### src/sv/mexp_pkg.sv
// Shared types and constants for the modular exponentiation core.
// No dependencies; compile first.
package mexp_pkg;

  // Width of the base field of an input beat
  localparam int unsigned BASE_WIDTH = 30;

  // Modulus after reset (a prime)
  localparam logic [31:0] MOD_RESET = 32'd998244353;

  // Status of the bit-serial modular multiplier
  typedef struct packed {
    logic busy;
    logic done;
  } mexp_mul_status_t;

endpackage

### src/sv/mexp_ifs.sv
// Valid/ready channel interfaces for request and response beats.
// Depends on mexp_pkg for the base field width.
interface mexp_req_if import mexp_pkg::*; #(
  parameter int unsigned EXP_WIDTH = 63
);
  logic                  valid;
  logic                  ready;
  logic                  op;
  logic [BASE_WIDTH-1:0] base;
  logic [EXP_WIDTH-1:0]  exponent;

  modport source (output valid, output op, output base, output exponent, input ready);
  modport sink (input valid, input op, input base, input exponent, output ready);
endinterface

interface mexp_rsp_if #(
  parameter int unsigned MOD_WIDTH = 30
);
  logic                 valid;
  logic                 ready;
  logic [MOD_WIDTH-1:0] result;

  modport source (output valid, output result, input ready);
  modport sink (input valid, input result, output ready);
endinterface

### src/sv/mexp_modmul.sv
// Bit-serial interleaved modular multiplier: p = x * y mod m, one bit of y per cycle.
// Depends on mexp_pkg (status struct). Requires x < m and m >= 2; y may be any value.
module mexp_modmul import mexp_pkg::*; #(
  parameter int unsigned MOD_WIDTH = 30,
  parameter int unsigned Y_WIDTH   = 30
) (
  input  logic                 clk_i,
  input  logic                 rst_ni,
  input  logic                 start_i,
  input  logic [MOD_WIDTH-1:0] x_i,
  input  logic [Y_WIDTH-1:0]   y_i,
  input  logic [MOD_WIDTH-1:0] m_i,
  output mexp_mul_status_t     status_o,
  output logic [MOD_WIDTH-1:0] p_o
);

  localparam int unsigned EW = MOD_WIDTH + 3;
  localparam int unsigned CW = $clog2(Y_WIDTH + 1);

  logic [MOD_WIDTH-1:0] acc_q;
  logic [MOD_WIDTH-1:0] x_q;
  logic [Y_WIDTH-1:0]   y_q;
  logic [CW-1:0]        cnt_q;
  logic                 busy_q;
  logic                 done_q;

  logic [EW-1:0] two;
  logic [EW-1:0] xe;
  logic [EW-1:0] me;
  logic [EW-1:0] s_a;
  logic [EW-1:0] s_x;
  logic [EW-1:0] s_b;
  logic [EW-1:0] s_c;
  logic [EW-1:0] nxt;

  // Candidates for 2*acc (+x) folded back into [0, m); top bit is the sign
  assign two = {2'b00, acc_q, 1'b0};
  assign xe  = EW'(x_q);
  assign me  = EW'(m_i);
  assign s_a = two - me;
  assign s_x = two + xe;
  assign s_b = s_x - me;
  assign s_c = s_x - {me[EW-2:0], 1'b0};

  // Pick the one candidate that lies in range
  always_comb begin
    if (y_q[Y_WIDTH-1]) begin
      if (!s_c[EW-1]) begin
        nxt = s_c;
      end else if (!s_b[EW-1]) begin
        nxt = s_b;
      end else begin
        nxt = s_x;
      end
    end else begin
      if (!s_a[EW-1]) begin
        nxt = s_a;
      end else begin
        nxt = two;
      end
    end
  end

  // Load operands, then shift y out MSB first
  always_ff @(posedge clk_i or negedge rst_ni) begin
    if (!rst_ni) begin
      acc_q  <= '0;
      x_q    <= '0;
      y_q    <= '0;
      cnt_q  <= '0;
      busy_q <= 1'b0;
      done_q <= 1'b0;
    end else begin
      // Flag done for one cycle after the last bit
      done_q <= !start_i && busy_q && (cnt_q == CW'(1));
      if (start_i) begin
        acc_q  <= '0;
        x_q    <= x_i;
        y_q    <= y_i;
        cnt_q  <= CW'(Y_WIDTH);
        busy_q <= 1'b1;
      end else if (busy_q) begin
        acc_q <= nxt[MOD_WIDTH-1:0];
        y_q   <= y_q << 1;
        cnt_q <= cnt_q - CW'(1);
        if (cnt_q == CW'(1)) begin
          busy_q <= 1'b0;
        end
      end
    end
  end

  assign status_o = '{busy: busy_q, done: done_q};
  assign p_o      = acc_q;

  a_busy_has_bits: assert property (@(posedge clk_i) disable iff (!rst_ni)
    busy_q |-> cnt_q != '0)
    else $error("multiplier busy with no bits left");

  a_done_not_busy: assert property (@(posedge clk_i) disable iff (!rst_ni)
    done_q |-> !busy_q)
    else $error("multiplier done while still busy");

  a_finish_flags_done: assert property (@(posedge clk_i) disable iff (!rst_ni)
    $fell(busy_q) |-> done_q)
    else $error("multiplier stopped without done");

endmodule

### src/sv/modular_exponentiation_core.sv
// Modular exponentiation core: right-to-left square-and-multiply on a bit-serial multiplier.
// Depends on mexp_pkg, mexp_ifs (mexp_req_if, mexp_rsp_if) and mexp_modmul.
//
//   channel   dir  handshake      payload
//   req_i     in   valid/ready    op, base, exponent
//   rsp_o     out  valid/ready    result
//   modulus   in   modulus_we_i   modulus_i (write only)
//
// Every multiply runs on the one bit-serial multiplier, whose y operand is Y_W bits wide,
// Y_W = max(30, MOD_WIDTH). An item costs one base reduction, then per exponent bit up to
// the highest set bit one step state, one square and one more multiply where the bit is 1;
// the last square is dropped. A modulus below two skips all multiplies and gives zero.
// Reset loads the modulus with 998244353 and empties the core; no clearing pass.
// One item is worked at a time; a held result does not stop the next item from entering,
// but that item waits in its finish state until the held result leaves.
module modular_exponentiation_core import mexp_pkg::*; #(
  parameter int unsigned MOD_WIDTH = 30,
  parameter int unsigned EXP_WIDTH = 63
) (
  input  logic                 clk_i,
  input  logic                 rst_ni,
  mexp_req_if.sink             req_i,
  mexp_rsp_if.source           rsp_o,
  input  logic                 modulus_we_i,
  input  logic [MOD_WIDTH-1:0] modulus_i
);

  localparam int unsigned Y_W = (BASE_WIDTH > MOD_WIDTH) ? BASE_WIDTH : MOD_WIDTH;
  localparam int unsigned X_W = (EXP_WIDTH > MOD_WIDTH) ? EXP_WIDTH : MOD_WIDTH;

  typedef enum logic [2:0] {
    ST_IDLE,
    ST_REDUCE,
    ST_STEP,
    ST_MULT,
    ST_SQR,
    ST_FIN
  } state_e;

  state_e               state_q;
  logic [MOD_WIDTH-1:0] modulus_q;
  logic [MOD_WIDTH-1:0] acc_q;
  logic [MOD_WIDTH-1:0] sq_q;
  logic [X_W-1:0]       exp_q;
  logic [MOD_WIDTH-1:0] result_q;
  logic                 out_valid_q;
  logic                 mul_start_q;
  logic                 mul_start_d;
  logic [MOD_WIDTH-1:0] mul_x_q;
  logic [Y_W-1:0]       mul_y_q;

  mexp_mul_status_t     mul_status;
  logic [MOD_WIDTH-1:0] mul_p;
  logic                 req_beat;
  logic                 rsp_beat;
  logic                 mod_small;
  logic                 fin_load;

  assign req_beat  = req_i.valid && req_i.ready;
  assign rsp_beat  = rsp_o.valid && rsp_o.ready;
  assign mod_small = (modulus_q[MOD_WIDTH-1:1] == '0);
  assign fin_load  = (state_q == ST_FIN) && (!out_valid_q || rsp_o.ready);

  assign req_i.ready  = (state_q == ST_IDLE);
  assign rsp_o.valid  = out_valid_q;
  assign rsp_o.result = result_q;

  // Hold the modulus register
  always_ff @(posedge clk_i or negedge rst_ni) begin
    if (!rst_ni) begin
      modulus_q <= MOD_WIDTH'(MOD_RESET);
    end else if (modulus_we_i) begin
      modulus_q <= modulus_i;
    end
  end

  mexp_modmul #(
    .MOD_WIDTH (MOD_WIDTH),
    .Y_WIDTH   (Y_W)
  ) u_modmul (
    .clk_i    (clk_i),
    .rst_ni   (rst_ni),
    .start_i  (mul_start_q),
    .x_i      (mul_x_q),
    .y_i      (mul_y_q),
    .m_i      (modulus_q),
    .status_o (mul_status),
    .p_o      (mul_p)
  );

  // Pulse the multiplier start on each edge that enters a multiply state
  always_comb begin
    case (state_q)
      ST_IDLE: mul_start_d = req_beat && !mod_small;
      ST_STEP: mul_start_d = (exp_q != '0);
      ST_MULT: mul_start_d = mul_status.done && (exp_q[X_W-1:1] != '0);
      default: mul_start_d = 1'b0;
    endcase
  end

  // Sequence reduction, multiplies and squares; hold the result register
  always_ff @(posedge clk_i or negedge rst_ni) begin
    if (!rst_ni) begin
      state_q     <= ST_IDLE;
      acc_q       <= '0;
      sq_q        <= '0;
      exp_q       <= '0;
      result_q    <= '0;
      out_valid_q <= 1'b0;
      mul_start_q <= 1'b0;
      mul_x_q     <= '0;
      mul_y_q     <= '0;
    end else begin
      mul_start_q <= mul_start_d;
      // Raise valid when a result is loaded, drop it on the result beat
      if (fin_load) begin
        out_valid_q <= 1'b1;
      end else if (rsp_beat) begin
        out_valid_q <= 1'b0;
      end
      case (state_q)
        ST_IDLE: begin
          if (req_beat) begin
            exp_q <= req_i.op ? X_W'(modulus_q - MOD_WIDTH'(2)) : X_W'(req_i.exponent);
            if (mod_small) begin
              acc_q   <= '0;
              state_q <= ST_FIN;
            end else begin
              // Reduce the base as 1 * base mod m
              acc_q       <= MOD_WIDTH'(1);
              mul_x_q     <= MOD_WIDTH'(1);
              mul_y_q     <= Y_W'(req_i.base);
              state_q     <= ST_REDUCE;
            end
          end
        end
        ST_REDUCE: begin
          if (mul_status.done) begin
            sq_q    <= mul_p;
            state_q <= ST_STEP;
          end
        end
        ST_STEP: begin
          if (exp_q == '0) begin
            state_q <= ST_FIN;
          end else if (exp_q[0]) begin
            mul_x_q <= acc_q;
            mul_y_q <= Y_W'(sq_q);
            state_q <= ST_MULT;
          end else begin
            mul_x_q <= sq_q;
            mul_y_q <= Y_W'(sq_q);
            state_q <= ST_SQR;
          end
        end
        ST_MULT: begin
          if (mul_status.done) begin
            acc_q <= mul_p;
            // Drop the final square once no exponent bits remain
            if (exp_q[X_W-1:1] == '0) begin
              state_q <= ST_FIN;
            end else begin
              mul_x_q     <= sq_q;
              mul_y_q     <= Y_W'(sq_q);
              state_q     <= ST_SQR;
            end
          end
        end
        ST_SQR: begin
          if (mul_status.done) begin
            sq_q    <= mul_p;
            exp_q   <= exp_q >> 1;
            state_q <= ST_STEP;
          end
        end
        ST_FIN: begin
          if (fin_load) begin
            result_q    <= acc_q;
            state_q     <= ST_IDLE;
          end
        end
        default: begin
          state_q <= ST_IDLE;
        end
      endcase
    end
  end

  a_start_when_free: assert property (@(posedge clk_i) disable iff (!rst_ni)
    mul_start_q |-> !mul_status.busy)
    else $error("multiply started while multiplier busy");

  a_done_expected: assert property (@(posedge clk_i) disable iff (!rst_ni)
    mul_status.done |-> (state_q == ST_REDUCE || state_q == ST_MULT || state_q == ST_SQR))
    else $error("multiplier finished with no multiply pending");

  a_load_from_fin: assert property (@(posedge clk_i) disable iff (!rst_ni)
    $rose(out_valid_q) |-> $past(state_q == ST_FIN))
    else $error("result register loaded outside finish state");

endmodule

### src/flat_wrapper.sv
// flat-port wrapper written by rule: the top's interface ports become plain ports
module modular_exponentiation_core_flat import mexp_pkg::*;
#(
  parameter int unsigned MOD_WIDTH = 30,
  parameter int unsigned EXP_WIDTH = 63
)
  (clk_i, rst_ni, modulus_we_i, modulus_i, req_i_valid, req_i_op, req_i_base, req_i_exponent, req_i_ready, rsp_o_valid, rsp_o_result, rsp_o_ready);
  mexp_req_if #(.EXP_WIDTH(EXP_WIDTH)) req_i_i ();
  mexp_rsp_if #(.MOD_WIDTH(MOD_WIDTH)) rsp_o_i ();
  input  logic clk_i;
  input  logic rst_ni;
  input  logic modulus_we_i;
  input  logic [MOD_WIDTH-1:0] modulus_i;
  input wire logic [$bits(req_i_i.valid)-1:0] req_i_valid;
  input wire logic [$bits(req_i_i.op)-1:0] req_i_op;
  input wire logic [$bits(req_i_i.base)-1:0] req_i_base;
  input wire logic [$bits(req_i_i.exponent)-1:0] req_i_exponent;
  output wire logic [$bits(req_i_i.ready)-1:0] req_i_ready;
  output wire logic [$bits(rsp_o_i.valid)-1:0] rsp_o_valid;
  output wire logic [$bits(rsp_o_i.result)-1:0] rsp_o_result;
  input wire logic [$bits(rsp_o_i.ready)-1:0] rsp_o_ready;
  assign req_i_i.valid = req_i_valid;
  assign req_i_i.op = req_i_op;
  assign req_i_i.base = req_i_base;
  assign req_i_i.exponent = req_i_exponent;
  assign req_i_ready = req_i_i.ready;
  assign rsp_o_valid = rsp_o_i.valid;
  assign rsp_o_result = rsp_o_i.result;
  assign rsp_o_i.ready = rsp_o_ready;
  modular_exponentiation_core #(.MOD_WIDTH(MOD_WIDTH), .EXP_WIDTH(EXP_WIDTH)) u_core (.clk_i(clk_i), .rst_ni(rst_ni), .req_i(req_i_i), .rsp_o(rsp_o_i), .modulus_we_i(modulus_we_i), .modulus_i(modulus_i));
endmodule
### config.mk
export PLATFORM = sky130hd
export DESIGN_NAME = modular_exponentiation_core_flat
export DESIGN_NICKNAME = d
export VERILOG_FILES = /design/src/sv/mexp_pkg.sv /design/src/sv/mexp_ifs.sv /design/src/sv/mexp_modmul.sv /design/src/sv/modular_exponentiation_core.sv /design/src/flat_wrapper.sv
export SDC_FILE = /design/constraint.sdc
export NUM_CORES = 1
export LEC_CHECK = 0
export BUFFER_PORTS_ARGS = -buffer_cell sky130_fd_sc_hd__buf_2
export CAP_MARGIN = 20
export CORE_MARGIN = 2
export CORE_UTILIZATION = 45
export CTS_CLUSTER_SIZE = 8
export DETAILED_ROUTE_END_ITERATION = 10
export HOLD_SLACK_MARGIN = 0.02
export PLACE_DENSITY = 0.65
export SYNTH_ARGS = -nofsm -noshare
export SYNTH_HDL_FRONTEND = slang
export SYNTH_SLANG_ARGS = --single-unit
### constraint.sdc
create_clock -name clk_i -period 6.9 [get_ports clk_i]
set_input_delay 0.345 -clock clk_i [delete_from_list [all_inputs] [get_ports clk_i]]
set_output_delay 0.345 -clock clk_i [all_outputs]
set_load 0.05 [all_outputs]
==> results of run 1 <==
==> state kept, by name, summed over array words and instances (netlist names) <==
signal / cells
u_core.u_modmul.busy_q: 1
u_core.u_modmul.cnt_q: 5
u_core.rsp_o.valid: 1
u_core.state_q: 3
u_core.mul_start_q: 1
u_core.rsp_o.result: 30
u_core.modulus_q: 30
u_core.mul_x_q: 30
u_core.u_modmul.p_o: 30
u_core.mul_y_q: 30
u_core.sq_q: 30
u_core.u_modmul.y_q: 30
u_core.exp_q: 63
u_core.u_modmul.done_q: 1
u_core.u_modmul.x_q: 30
u_core.acc_q: 30
==> worst register-to-register path, stage by stage (launching register included) <==
cell       delay [ns]
dfrtp_1          0.44
ha_1             0.25
inv_1            0.07
fa_1             0.40
nand2b_1         0.19
a21oi_1          0.22
a21oi_1          0.20
a31oi_1          0.33
or2_2            0.21
a31oi_1          0.14
o21ai_0          0.24
xor2_1           0.39
ha_1             0.37
o21ai_0          0.11
a21oi_1          0.09
or4_1            0.51
a41o_1           0.27
a31oi_1          0.22
nand3b_1         0.12
or3_1            0.32
buf_4            0.27
mux2_2           0.29
a211oi_1         0.06
a2111oi_0        0.40
==> cell usage after synthesis (all sizes together), types with 16 or more instances <==
cell type	n
xnor2	77
a31oi	20
nor3	31
ha	121
nand2b	25
nor4	30
a21o	53
nand3	40
clkbuf	100
o21a	26
nand4	19
o31ai	76
dfrtp	338
a211oi	50
a21oi	146
inv	67
nor2b	16
a22oi	24
mux2	91
xor2	39
a22o	34
buf	24
mux2i	107
o21ai	216
nor2	151
nand2	292
==> how the worst min path moves through the flow <==
stage | to | slack (ns) | depth (start not counted)
after floorplan | u_core.acc_q[0]$_DFFE_PN0P_ | 0.05 | 0
after global placement | u_core.mul_x_q[26]$_DFFE_PN0P_ | 0.46 | 2
after detailed placement | u_core.mul_x_q[9]$_DFFE_PN0P_ | 0.46 | 2
after CTS | u_core.modulus_q[1]$_DFFE_PN0P_ | 0.02 | 3
after global routing | u_core.modulus_q[1]$_DFFE_PN0P_ | 0.04 | 3
final | u_core.modulus_q[3]$_DFFE_PN0P_ | 0.04 | 3
==> what timing repair did <==
action,CTS,global route
hold buffers,26,0
setup endpoints to repair,0,0
endpoints found under the hold margin,129,0
==> cells by family (layout without fill, tap and decap cells) <==
| logic type | count (synthesis) | after routing | share of synthesized area (%) |
|---|---|---|---|
| fa+ha+maj | 125 | 125 | 7.20 |
| simple gates | 665 | 665 | 13.8 |
| xor+xnor | 116 | 116 | 4.59 |
| flops | 345 | 345 | 39.0 |
| compound gates | 764 | 764 | 22.5 |
| mux | 198 | 198 | 9.46 |
| buf+inv | 192 | 357 | 3.47 |
==> area by class of cell <==
class / count / area, sq um / share of cell area [%]
timing repair buffer: 218 / 1330 / 5.29
inverter: 68 / 255 / 1.01
clock buffer: 67 / 1290 / 5.13
sequential: 345 / 8650 / 34.3
tap: 664 / 831 / 3.29
multi-input combinational: 1868 / 12800 / 50.7
clock inverter: 4 / 71.3 / 0.283
==> through the flow <==
step | utilization [%] | setup WS, ns | area [sq um]
floorplan | - | 1.84 | 22100
global placement | 48.4 | 1.02 | 23600
detailed placement | 48.4 | 0.804 | 23600
CTS | 51.7 | 0.720 | 25200
global route | 51.7 | 0.222 | 25200
finish | 51.7 | 0.652 | 25200
==> metal layers <==
| layer | GRT usage, % | wire length (um) | vias up |
|---|---|---|---|
| met5 | 0 | 13 | - |
| met4 | 9.04 | 2170 | 2 |
| met3 | 3.80 | 3390 | 139 |
| met2 | 43.3 | 31700 | 554 |
| met1 | 34.5 | 28800 | 9412 |
| li1 | - | - | 9113 |
==> power by group through the flow <==
| stage | Clock [W] | Sequential [W] | Combinational [W] |
|---|---|---|---|
| after floorplan | 0 | 0.00210 | 0.000239 |
| after global placement | 0 | 0.00210 | 0.000402 |
| after detailed placement | 0 | 0.00210 | 0.000408 |
| after CTS | 0.00227 | 0.00207 | 0.000421 |
| after global routing | 0.00236 | 0.00207 | 0.000466 |
| final | 0.00223 | 0.00207 | 0.000420 |
==> cells in the final DEF, fill, tap and decap left out, types with 76 or more instances in the layout <==
master and instances:
a21oi_1 144, buf_2 160, dfrtp_1 336, ha_1 121, mux2_2 91, mux2i_1 107
nand2_1 292, nor2_1 148, o21ai_0 211, o31ai_1 76, xnor2_1 77
==> metrics.txt, run 1 <==
Synth warnings=0; MaxCap Viol Count=0; Final Instance Count excl. Fillers=3,234; CTS Root Buffer Type=clkbuf_16; Flop pwr share=43.9%; critical register-to-register path startpoint=u_core.u_modmul.p_o[0]$_DFFE_PN0P_; Clock Path Buffers=3; category of the worst setup path capture point=flip-flop; Netlist Area Pre-Place=0.0221 sq mm; Remaining Overflow, GRT=0; via-per-instance ratio=5.94; actual slew at the worst max-slew pin=1.10 ns; share of total power in the clock network=47.2%; starting utilization of the core area=45.4%; TritonCTS buffer count=49; max_slew headroom=26.9%; antenna violations before repair=1; Final Max Tran Viols=0; worst setup path end=u_core.u_modmul.p_o[23]$_DFFE_PN0P_; post-synthesis cell count=2,405; end of the worst register-to-register path=u_core.u_modmul.p_o[23]$_DFFE_PN0P_; r2r worst-path depth=23; quantity of I/O buffers inserted on ports=160; fraction of registers with async set/reset=100%; total number of cells along the worst setup path=23; fill cell total of the finished layout=4,488; most area-consuming cells after synthesis=dfrtp_1, ha_1, nand2_1, mux2i_1, o21ai_0; Clk pin slew, worst setup/hold paths=0.05 ns; growth of design area from synthesis to finish=13.9%; kind of start point of the critical path=flip-flop; CP bufs+invs=2; primary flip-flop cell chosen by synthesis mapping=dfrtp_1; Antenna Violating Nets Remaining=0; diode insertion count for antenna repair=0; beginning of the critical path=u_core.u_modmul.p_o[0]$_DFFE_PN0P_; synthesis-stage register bit count=345; Crit path max-delay family=compound AO/OA/AOI/OAI gates; DP Wirelength=48,200 um; setup_tns=0 ns; number of global-route vias before repair=18,600; Std-Cell Core Area=0.0487 sq mm; Final Hold Fails=0; average size of a mapped cell=9.21 sq um; sequential element share of the synthesized area=39.0%; portion of the clock cycle consumed by the worst path in the final layout=90.6%; largest net degree at the start of global routing=185; result of the run=finished clean; Routed wire per std cell=20.4 um; die width=226 um; VDD IR max=158 uV; synthesized net count=2,659; switching power of the nets=0.00119 W; total number of vias=19,200; Synth area leader=dfrtp_1; PostCTS Resize Cnt=0; wire length of the first global-routing pass=104,000 um; Max Clk Rate=160 MHz; startpoint of the tightest hold check path=modulus_i[3]; Worst Hold Class=in -> reg; DR pass1 iterations=6; count of pins on the block boundary=161; min Tclk post-route=6.25 ns; Crit Path Max Fanout=33; unrepaired setup endpoints after global routing=no; Power Internal=0.00352 W; placed instance count=3,137; number of synthesized flops with an enable pin=0; TritonCTS clock tree=done; required time of the critical path=7.34 ns; drt total wl=66,100 um; DRC violations left=0; share of layout cells above drive strength 1=14.4%; pwr dens=187 mW/mm^2; WS Path Type=reg -> reg; CP peak stage delay=0.51 ns; die height=226 um; clock tree sinks=345; drt first-iter violations=1,681; Worst-Skew Late Latency=0.59 ns; Data arrival, critical path=6.69 ns; Overall Global Routing Usage=26.0%; final-report setup violation count=0; leakage power summed over all cells=11.7 nW; unique cell type count in the Yosys netlist=79; slowest stage cell on the critical path=or4_1; series of cell instances along the critical path=ha_1, inv_1, fa_1, nand2b_1, a21oi_1, a21oi_1, a31oi_1, or2_2, a31oi_1, o21ai_0, xor2_1, ha_1, o21ai_0, a21oi_1, or4_1, a41o_1, a31oi_1, nand3b_1, or3_1, buf_4, mux2_2, a211oi_1, a2111oi_0; post-synth top area share=38.2%; last weighted congestion value of the routability-driven placer=0.954; worst hold slack=0.0430 ns; Worst Clk Skew=0.0179 ns; Tot Pwr=0.00471 W; count of nets after finishing=2,804; Gate power share=8.9%; post-CTS setup buffers=0; switching portion of total power=25.2%; reg-to-reg setup timing slack=0.65 ns; Cell Rows=81; Total Die Area=0.0510 sq mm; maximum level of the CTS H-tree=2
Note: power is estimated with default switching activity, not from simulation.
==> inputs of run 2 (changes only) <==
--- a/config.mk
+++ b/config.mk
@@ -9,10 +9,13 @@
 export CAP_MARGIN = 20
 export CORE_MARGIN = 2
 export CORE_UTILIZATION = 45
+export CTS_CLUSTER_DIAMETER = 30
 export CTS_CLUSTER_SIZE = 8
 export DETAILED_ROUTE_END_ITERATION = 10
 export HOLD_SLACK_MARGIN = 0.02
 export PLACE_DENSITY = 0.65
+export REMOVE_ABC_BUFFERS = 1
+export SKIP_LAST_GASP = 1
 export SYNTH_ARGS = -nofsm -noshare
 export SYNTH_HDL_FRONTEND = slang
 export SYNTH_SLANG_ARGS = --single-unit
==> run 2 against run 1 <==
Net effect:
- routed wire length is 2.6% higher
- register-to-register slack better by 0.07 ns
- combinational power is 2% higher
- final cell count is 3.8% higher
- clock skew is 0.0077 ns higher
- design area is 7.9% higher
- first-iteration DRC count is 2.6% higher
- sequential power hardly changed
- worst hold slack worse by 0.0040 ns
- highest routed layer is now met4
- total power is 41% higher
- fmax is 1.1% higher
- critical path depth is 2 lower
==> metrics.txt, run 2 (same netlist as run 1, synthesis figures left out) <==
die width=226 um; WS Path Type=reg -> reg; max reg flops=63; worst hold slack=0.0390 ns; MaxCap Viol Count=0; antenna violations before repair=1; PostCTS Resize Cnt=0; Flop pwr share=31.1%; switching portion of total power=23.9%; Worst-Skew Late Latency=0.62 ns; min Tclk post-route=6.18 ns; DP Wirelength=49,300 um; TritonCTS buffer count=87; multi-input combinational cell area=0.0128 sq mm; total number of vias=19,600; reg-to-reg setup timing slack=0.72 ns; TritonCTS clock tree=done; Top reg by flops=u_core.exp_q; standard cell area after detailed placement=0.0237 sq mm; switching power of the nets=0.00159 W; Worst Hold Path EP=u_core.mul_y_q[16]$_DFFE_PN0P_; Gate power share=6.5%; DRC violations left=0; number of global-route vias before repair=19,400; DR pass1 iterations=6; Crit Path Max Fanout=33; post-route cell area=0.0272 sq mm; placed instance count=3,147; Final Hold Fails=0; slowest stage cell on the critical path=or4_1; actual slew at the worst max-slew pin=0.971 ns; via-per-instance ratio=5.83; maximum level of the CTS H-tree=3; startpoint of the tightest hold check path=req_i_base[16]; Tot Pwr=0.00665 W; Std-Cell Core Area=0.0487 sq mm; portion of the clock cycle consumed by the worst path in the final layout=89.6%; Worst Hold Class=in -> reg; starting utilization of the core area=45.4%; Worst path most repeated cell=a31oi_1; pwr dens=244 mW/mm^2; CTS Root Buffer Type=clkbuf_16; Remaining Overflow, GRT=0; Final Instance Count excl. Fillers=3,357; last weighted congestion value of the routability-driven placer=0.917; share of layout cells above drive strength 1=17.7%; die height=226 um; leading cell types in the layout, fill and taps excluded=dfrtp_1, nand2_1, o21ai_0; critical register-to-register path startpoint=u_core.u_modmul.p_o[5]$_DFFE_PN0P_; Routed wire per std cell=20.2 um; quantity of I/O buffers inserted on ports=160; category of the worst setup path capture point=flip-flop; result of the run=finished clean; VDD IR max=224 uV; setup_tns=0 ns; unrepaired setup endpoints after global routing=no; Clock Path Buffers=3; max_slew headroom=35.3%; Final Max Tran Viols=0; largest net degree at the start of global routing=167; final-report setup violation count=0; Hold Path Depth=3; Clk pin slew, worst setup/hold paths=0.05 ns; Data arrival, critical path=6.62 ns; Cell Rows=81; Max Clk Rate=162 MHz; clock tree sinks=345; end of the worst register-to-register path=u_core.u_modmul.p_o[23]$_DFFE_PN0P_; drt first-iter violations=1,725; count of nets after finishing=2,874; post-CTS setup buffers=0; required time of the critical path=7.34 ns; most common cell after layout, fill and taps aside=dfrtp_1; wire length of the first global-routing pass=108,000 um; drt total wl=67,800 um; Overall Global Routing Usage=27.0%; growth of design area from synthesis to finish=22.9%; Total Die Area=0.0510 sq mm; fill cell total of the finished layout=4,397; count of pins on the block boundary=161; FF+latch area=0.00865 sq mm; series of cell instances along the critical path=ha_1, a21o_1, o2bb2ai_1, a21oi_1, a31oi_1, or2_2, a31oi_1, o21ai_0, xor2_1, ha_1, o21ai_0, a21oi_1, or4_1, a41o_1, a31oi_1, nand3b_1, or3_1, buf_4, mux2_2, a211oi_1, a2111oi_0; Power Internal=0.00506 W; CP peak stage delay=0.53 ns; r2r worst-path depth=21; Worst Clk Skew=0.0256 ns; Antenna Violating Nets Remaining=0; diode insertion count for antenna repair=0; kind of start point of the critical path=flip-flop; share of total power in the clock network=62.4%; leakage power summed over all cells=12.6 nW
-- run 2: cell count changes in the layout (fill, tap and decap cells not counted), sizes merged --
cell         delta
buf            +10
bufinv          +9
clkbuf         +46
clkinv         +23
clkinvlp       +11
dlygate4sd3    +22
inv             +2
-- run 2: power groups by stage --
stage	Combinational (W)	Clock (W)	Sequential, W
after global routing	0.000477	0.00432	0.00207
after global placement	0.000403	0	0.00210
after detailed placement	0.000408	0	0.00210
after floorplan	0.000233	0	0.00210
final	0.000430	0.00415	0.00207
after CTS	0.000432	0.00420	0.00207
-- run 2: how the worst max path moves through the flow --
stage	startpoint	end	slack (ns)	depth (start not counted)
floorplan	u_core.state_q[2]$_DFFE_PN0P_	u_core.mul_x_q[0]$_DFFE_PN0P_	0.02	6
global placement	u_core.u_modmul.p_o[0]$_DFFE_PN0P_	u_core.u_modmul.p_o[23]$_DFFE_PN0P_	0.81	23
detailed placement	u_core.u_modmul.p_o[0]$_DFFE_PN0P_	u_core.u_modmul.p_o[23]$_DFFE_PN0P_	0.73	23
CTS	u_core.u_modmul.p_o[0]$_DFFE_PN0P_	u_core.u_modmul.p_o[23]$_DFFE_PN0P_	0.73	23
global route	u_core.u_modmul.p_o[5]$_DFFE_PN0P_	u_core.u_modmul.p_o[23]$_DFFE_PN0P_	0.36	21
finish	u_core.u_modmul.p_o[5]$_DFFE_PN0P_	u_core.u_modmul.p_o[23]$_DFFE_PN0P_	0.72	21
-- run 2: layer usage --
layer / vias to the layer above / global-route usage (%) / wire length, um
met5: - / 0 / 0
met4: 0 / 9.08 / 1930
met3: 144 / 4.55 / 3570
met2: 572 / 44.8 / 32300
met1: 9537 / 35.6 / 30000
li1: 9332 / - / -
-- run 2: what timing repair did --
action | in CTS | in global routing
hold buffers | 48 | 0
hold endpoints to repair | 161 | 0
setup endpoints to repair | 0 | 0
-- run 2: final cells by class --
class                   count  share of cell area (%)
flip-flops and latches    345                    31.8
repair buffers            250                    6.07
well taps                 664                    3.05
inverters                  68                   0.938
clock buffers             113                    8.92
multi-input cells        1868                    47.0
clock inverters            49                    2.23
-- run 2: critical path: cells and delay by family, from the launching register on --
kind	cells	cell delay (ns)
xor gates and xnor gates	1	0.42
and+or+nand+nor	4	1.33
muxes	1	0.32
buffers and inverters	1	0.27
AOI/OAI and AO/OA	12	2.37
DFF	1	0.45
adders and majority gates	2	0.80
-- run 2: metrics by stage --
step                util (%)  setup WS, ns
global route            55.8         0.360
CTS                     55.8         0.728
finish                  55.8         0.718
global placement        48.6         0.810
floorplan                  -        0.0233
detailed placement      48.6         0.730
